$ cat config.mk
export PLATFORM = sky130hd
export DESIGN_NAME = stable_priority_queue
export DESIGN_NICKNAME = d
export VERILOG_FILES = /design/src/rtl/spq_pkg.sv /design/src/rtl/spq_cell.sv /design/src/rtl/stable_priority_queue.sv
export VERILOG_INCLUDE_DIRS = /design/src /design/src/rtl
export SDC_FILE = /design/constraint.sdc
export NUM_CORES = 2
export LEC_CHECK = 0
export BUFFER_PORTS_ARGS = -buffer_cell sky130_fd_sc_hd__buf_4
export CORE_MARGIN = 4
export CORE_UTILIZATION = 36
export DETAILED_ROUTE_END_ITERATION = 10
export GPL_TIMING_DRIVEN = 0
export SLEW_MARGIN = 40
export SYNTH_ARGS = -nofsm -noshare
export SYNTH_HDL_FRONTEND = slang
export SYNTH_SLANG_ARGS = --single-unit
export TNS_END_PERCENT = 10
$ cat constraint.sdc
create_clock -name clk -period 7.41 [get_ports clk]
set_input_delay 0.741 -clock clk [delete_from_list [all_inputs] [get_ports clk]]
set_output_delay 0.741 -clock clk [all_outputs]
set_load 0.005 [all_outputs]
$ cat src/rtl/stable_priority_queue_assert.svh
// assertion macros used by the priority queue top level
`ifndef STABLE_PRIORITY_QUEUE_ASSERT_SVH
`define STABLE_PRIORITY_QUEUE_ASSERT_SVH
`ifndef SYNTH
`define SPQ_ASSERT(lbl, prop) \
	lbl: assert property (@(posedge clk) disable iff (!arst_n) prop) \
		else $error("priority queue assertion failed");
`define SPQ_ASSERT_IMPLY(lbl, cond, prop) \
	lbl: assert property (@(posedge clk) disable iff (!arst_n) (cond) |-> (prop)) \
		else $error("priority queue assertion failed");
`define SPQ_ASSERT_NEXT(lbl, cond, prop) \
	lbl: assert property (@(posedge clk) disable iff (!arst_n) (cond) |=> (prop)) \
		else $error("priority queue assertion failed");
`else
`define SPQ_ASSERT(lbl, prop)
`define SPQ_ASSERT_IMPLY(lbl, cond, prop)
`define SPQ_ASSERT_NEXT(lbl, cond, prop)
`endif
`endif

$ cat src/rtl/spq_pkg.sv
// types, codes and defaults of the priority queue
`timescale 1ns / 1ps
`default_nettype none
package spq_pkg;
	localparam int DEPTH_DEFAULT = 16;
	localparam int ID_W = 31;
	localparam int PRIO_W = 16;

	localparam logic [1:0] OP_INSERT  = 2'd0;
	localparam logic [1:0] OP_EXTRACT = 2'd1;
	localparam logic [1:0] OP_DISCARD = 2'd2;

	localparam logic [1:0] ST_DONE  = 2'd0;
	localparam logic [1:0] ST_EMPTY = 2'd1;
	localparam logic [1:0] ST_FULL  = 2'd2;

	typedef struct packed {
		logic [1:0]        opcode;
		logic [ID_W-1:0]   new_id;
		logic [PRIO_W-1:0] new_priority;
	} cmd_word_t;

	typedef struct packed {
		logic [1:0]        status;
		logic              head_valid;
		logic [ID_W-1:0]   head_id;
		logic [PRIO_W-1:0] head_priority;
	} result_word_t;

	typedef struct packed {
		logic [ID_W-1:0]   id;
		logic [PRIO_W-1:0] prio;
	} entry_t;

	// broadcast to every cell of the chain
	typedef struct packed {
		logic   ins;
		logic   pop;
		entry_t new_ent;
	} cell_ctl_t;
endpackage
`default_nettype wire

$ cat src/rtl/spq_cell.sv
// one slot of the sorted chain: holds an entry and shifts with its neighbors
`timescale 1ns / 1ps
`default_nettype none
module spq_cell
	import spq_pkg::*;
(
	input  wire logic      clk,
	input  wire logic      arst_n,
	input  wire cell_ctl_t ctl,
	input  wire logic      occ,
	input  wire logic      left_keep,
	input  wire entry_t    left_ent,
	input  wire entry_t    right_ent,
	output logic           keep,
	output entry_t         ent
);
	entry_t ent_q;

	// stays put on insert: stored entry is served no later than the new one
	assign keep = occ && (ent_q.prio <= ctl.new_ent.prio);
	assign ent  = ent_q;

	// slot cleared at reset, only occupied slots are ever served
	always_ff @(posedge clk or negedge arst_n) begin
		if (!arst_n) begin
			ent_q <= '0;
		end else if (ctl.ins) begin
			if (!keep) begin
				ent_q <= left_keep ? ctl.new_ent : left_ent;
			end
		end else if (ctl.pop) begin
			ent_q <= right_ent;
		end
	end
endmodule
`default_nettype wire

$ cat src/rtl/stable_priority_queue.sv
// top level of the stable sorted priority queue
// usage:
//   command channel: drive cmd and raise start; the word is taken at a
//   rising edge with start high and busy low. busy stays low, so a new
//   command may be issued in every cycle.
//   result channel: one result word per command, shown on result for exactly
//   one cycle with done high, in the cycle after the command is taken.
//   throughput is one command per cycle; the whole sorted shift of the
//   chain of cells is set by one 16-bit compare per cell plus a neighbor
//   select.
//   insert: every cell compares its priority with the new one; cells with
//   equal or smaller priority value keep their entry, the first other cell takes the
//   new word and the rest shift one place toward the tail.
//   extract/discard: all cells shift one place toward the head.
//   status reports empty on extract/discard of an empty queue and full on
//   insert into a full queue (the word is dropped).
//   reset empties the queue (entry count to zero) and clears done.
//   the receiver cannot stall: a result not taken in its cycle is lost.
`timescale 1ns / 1ps
`default_nettype none
`include "stable_priority_queue_assert.svh"
module stable_priority_queue
	import spq_pkg::*;
#(
	parameter int QUEUE_DEPTH = DEPTH_DEFAULT
) (
	input  wire logic         clk,
	input  wire logic         arst_n,
	input  wire logic         start,
	output logic              busy,
	input  wire cmd_word_t    cmd,
	output logic              done,
	output result_word_t      result
);
	localparam int CNT_W = $clog2(QUEUE_DEPTH + 1);
	localparam logic [CNT_W-1:0] CNT_FULL = CNT_W'(QUEUE_DEPTH);

	logic [CNT_W-1:0] count_q;
	logic             done_q;
	result_word_t     result_q;

	logic      accept;
	logic      full;
	logic      empty;
	cell_ctl_t ctl;
	result_word_t res_d;

	entry_t cell_ent [QUEUE_DEPTH];
	logic   cell_keep [QUEUE_DEPTH];

	// chain updated directly on each command, always ready
	assign busy   = 1'b0;
	assign accept = start && !busy;
	assign full   = (count_q == CNT_FULL);
	assign empty  = (count_q == '0);

	assign ctl.ins     = accept && (cmd.opcode == OP_INSERT) && !full;
	assign ctl.pop     = accept && ((cmd.opcode == OP_EXTRACT) || (cmd.opcode == OP_DISCARD))
		&& !empty;
	assign ctl.new_ent = '{id: cmd.new_id, prio: cmd.new_priority};

	// the chain: cell 0 is the head
	for (genvar i = 0; i < QUEUE_DEPTH; i++) begin : g_cell
		logic   occ;
		logic   lkeep;
		entry_t lent;
		entry_t rent;

		assign occ = (CNT_W'(i) < count_q);
		if (i == 0) begin : g_head
			assign lkeep = 1'b1;
			assign lent  = ctl.new_ent;
		end else begin : g_body
			assign lkeep = cell_keep[i-1];
			assign lent  = cell_ent[i-1];
		end
		// tail cell refills with itself; the count drop leaves it unoccupied
		if (i == QUEUE_DEPTH - 1) begin : g_tail
			assign rent = cell_ent[i];
		end else begin : g_mid
			assign rent = cell_ent[i+1];
		end

		spq_cell u_cell (
			.clk       (clk),
			.arst_n    (arst_n),
			.ctl       (ctl),
			.occ       (occ),
			.left_keep (lkeep),
			.left_ent  (lent),
			.right_ent (rent),
			.keep      (cell_keep[i]),
			.ent       (cell_ent[i])
		);
	end

	// result word of the command being taken
	always_comb begin
		res_d = '0;
		unique case (cmd.opcode)
			OP_INSERT: begin
				if (full) begin
					res_d.status = ST_FULL;
				end
			end
			OP_EXTRACT: begin
				if (empty) begin
					res_d.status = ST_EMPTY;
				end else begin
					res_d.head_valid    = 1'b1;
					res_d.head_id       = cell_ent[0].id;
					res_d.head_priority = cell_ent[0].prio;
				end
			end
			OP_DISCARD: begin
				if (empty) begin
					res_d.status = ST_EMPTY;
				end
			end
			default: begin
				res_d = '0;
			end
		endcase
	end

	always_ff @(posedge clk or negedge arst_n) begin
		if (!arst_n) begin
			count_q <= '0;
			done_q  <= 1'b0;
		end else begin
			done_q <= accept;
			if (ctl.ins) begin
				count_q <= count_q + 1'b1;
			end else if (ctl.pop) begin
				count_q <= count_q - 1'b1;
			end
		end
	end

	// result payload, no reset
	always_ff @(posedge clk) begin
		if (accept) begin
			result_q <= res_d;
		end
	end

	assign done   = done_q;
	assign result = result_q;

	`SPQ_ASSERT(a_count_bound, count_q <= CNT_FULL)
	`SPQ_ASSERT_NEXT(a_done_follows, accept, done)
	`SPQ_ASSERT_NEXT(a_no_spurious_done, !accept, !done)
	`SPQ_ASSERT_IMPLY(a_head_ok, done && result.head_valid, result.status == ST_DONE)
	`SPQ_ASSERT_IMPLY(a_head_sorted, count_q >= CNT_W'(2), cell_ent[0].prio <= cell_ent[1].prio)
	`SPQ_ASSERT_NEXT(a_insert_grows, ctl.ins, count_q == $past(count_q) + 1'b1)
endmodule
`default_nettype wire
==> results.cfg <==
[synth]
avgSynthCellArea_sq_um = 8.58
synth_cells = 5918
yosysMostFrequentCell = nand2_1
yosys.area.top_type = dfrtp_1
ys_seq_area_share_pct = 40.3
synth_top_area_share_pct = 37.3
syn-cell-area_sq_um = 50800
synth_edf_count = 50
synth_top_cells_by_count = 775 x nand2_1, 758 x dfrtp_1, 752 x nor2_1
synth.net_count = 6232
synth_cell_type_count = 77
synth-seq-cells = 808
synth-async-reset-ratio_pct = 93.8
yosys_warnings = 0
synth_area_leaders = dfrtp_1 37%, ha_1 6.5%, nand2_1 5.7%
synth_ff_type = dfrtp_1

[timing]
rsz0062_at_grt = false
setup_viol = 0
slew_headroom_pct = 39.0
drv_slew = 0
skew_ps = 22.3
period_share_pct = 66.4
fin_crit_ps = 4920
tightest_slew_ps = 916
fmax_mhz = 203
hold_viol = 0
fin_ws_ps = 2490
hold_slack_ps = 452

[floorplanning]
dieWidth_microns = 384
row_count = 137
die_area_sq_um = 147000
coreArea_sq_um = 140000
die_h_microns = 384
initial_core_util_pct = 36.3
io-pin-count = 104

[grt]
grt_overflow = 0
antenna_found_initial = 22
grt_pass1_wl_microns = 322000
grt_max_degree = 106
grt_pass1_vias = 49200
groute.usage.overall_pct = 28.9

[clock_network]
cts_buffer_depth = 3
cts_root_buf = clkbuf_16
clkLatencyLatePin_ps = 740
postCtsSetupRepairBufs = 0
clk_pin_slew_worst_paths_ps = 60
cts_made_buffers = 97
cts_sinks = 808
cts_resized = 0
htree_levels = 3
cts_tree = done

[drt]
vias = 50500
drc = 0
vias_per_cell = 6.28
first_iter_violations = 6131
antenna_left = 0
firstDrtPassIters = 6
post_drt_wl_per_cell_microns = 27.3
drt-total-wl_microns = 220000

[worst_setup_path]
r2r_cells = 13
rr_endpoint = g_cell[2].u_cell.ent[40]
crit_top_cell = clkbuf_1
cpLargestDelayFamily = buffers and inverters
crit_slowest_cell = clkinv_1
crit_path_cell_trace = clkbuf_1 > clkinv_1 > ha_1 > and4_1 > nand3_1 > a21oi_1 > a211oi_2 > o21ai_1 > clkbuf_1 > clkbuf_1 > nand2_1 > o221a_2
path_class = in -> reg
crit_required_ps = 8020
rr_startpoint = count_q[1]
crit_buf_inv = 4
crit_fanout = 18
max_stage_delay_ps = 850
cp.arrival_ps = 5530
crit_path_end_kind = flip-flop
r2r_slack_ps = 2570
startpoint_type = input pin

[power_and_ir_drop]
p_leak_nw = 23.8
vdd_drop_max_mv = 0.207
power_density_nw_per_um2 = 406

[run_status]
status = completed

[hold_path]
hold_path_depth = 3
hold_path_class = in -> reg
min_from = cmd[48]
min_to = result[49]

[placed_design]
placed_cell_area_sq_um = 53800
pre_cts_ws_ps = 2210
gp_congestion = 0.990
hpwl_microns = 175000
port_buffers = 56

[cells_and_area]
drive_gt1_share_pct = 10.6
stdcell_area_sq_um = 57100
multi_input_area_sq_um = 27100
nets = 6395
fill_cells = 14400
syn2layout_area_growth_pct = 12.4
seq_area_sq_um = 20500

[flow_run]
drv_cap = 0
-- per-layer routing --
| layer | up-vias | global-route usage [%] | part of all wire, % | wire (microns) |
|---|---|---|---|---|
| li1 | 22400 | - | - | - |
| met1 | 25200 | 40.3 | 43 | 95300 |
| met2 | 2451 | 42.4 | 42 | 92300 |
| met3 | 506 | 5.96 | 8.7 | 19200 |
| met4 | 18 | 14.5 | 5.8 | 12700 |
| met5 | - | 0 | 0.049 | 108 |
-- final cells by class --
cell class              count  area share, %
multi-input cells        4394           47.5
clock inverters            41          0.679
flip-flops and latches    808           35.8
well taps                1876           4.11
repair buffers             64           1.13
inverters                  88          0.578
plain buffers             628           5.16
diodes                     11         0.0482
clock buffers             143           4.98
-- per-stage QoR --
stage          setup TNS (ps)  utilization, %  power (mW)  cells
3_3_place_gp         -2872890            38.3        17.7   7850
3_5_place_dp                0            38.5        17.9   7857
2_1_floorplan               0               -        14.5   5918
4_1_cts                     0            40.8        22.9   8042
5_1_grt                     0            40.8        24.5   8044
6_report                    0            40.8        23.2   8053
-- worst reg2reg max path: stages, from the launching register on --
cell	delay, ps
dfrtp_1	410
buf_2	210
inv_1	140
ha_1	300
nand4bb_1	330
nand3_1	410
buf_4	420
buf_4	320
buf_2	480
buf_4	410
buf_2	570
clkbuf_1	460
nand3_1	180
o211ai_1	130
-- cell usage in the layout (no fill, tap or decap), types with 140 or more instances in the layout --
| cell | Yosys | layout |
|---|---|---|
| o22ai_1 | 333 | 333 |
| a21oi_1 | 142 | 142 |
| o31ai_1 | 266 | 266 |
| buf_2 | 228 | 230 |
| nor3_1 | 248 | 248 |
| o211ai_1 | 155 | 155 |
| o21ai_0 | 233 | 233 |
| nand2_1 | 775 | 775 |
| ha_1 | 262 | 262 |
| nand3_1 | 193 | 193 |
| clkbuf_1 | 314 | 336 |
| o41ai_1 | 140 | 140 |
| nor2_1 | 752 | 750 |
| dfrtp_1 | 758 | 758 |
-- logic make-up (layout without fill, tap and decap cells) --
family | Yosys count | count (layout) | synth area share [%]
and+or+nand+nor | 2153 | 2153 | 18.0
AOI/OAI and AO/OA | 1848 | 1848 | 26.2
DFF | 808 | 808 | 40.3
buffers and inverters | 716 | 964 | 6.44
adders and majority gates | 262 | 262 | 6.45
muxes | 127 | 127 | 2.50
xor gates and xnor gates | 3 | 3 | 0.0517
other | 1 | 12 | 0.00738
-- state kept, by name, summed over array words and instances (netlist names) --
| register | cells |
|---|---|
| count_q | 5 |
| done | 1 |
| g_cell.u_cell.ent | 752 |
| result | 50 |
-- where the power goes --
group	internal, mW	leakage [nW]	switching [mW]
Combinational	3.70	12.1	5.96
Sequential	6.33	10.1	2.24
Clock	2.84	1.60	2.13
-- how the worst max path moves through the flow --
stage,startpoint,to,slack [ps],cells past startpoint
after floorplan,cmd[14],g_cell[10].u_cell.ent[31],4000,12
after global placement,arst_n,g_cell[0].u_cell.ent[36],-3950,1
after detailed placement,cmd[15],g_cell[0].u_cell.ent[34],2210,12
after CTS,count_q[1],g_cell[2].u_cell.ent[40],2830,13
after global routing,cmd[13],g_cell[0].u_cell.ent[42],2390,12
final,cmd[13],g_cell[0].u_cell.ent[35],2490,12
-- repair_timing --
| item | in CTS | in global routing |
|---|---|---|
| endpoints found under the hold margin | 87 | 0 |
| endpoints found under the setup margin | 0 | 0 |
| hold buffers | 1 | 0 |
(Power assumes the default switching activity.)
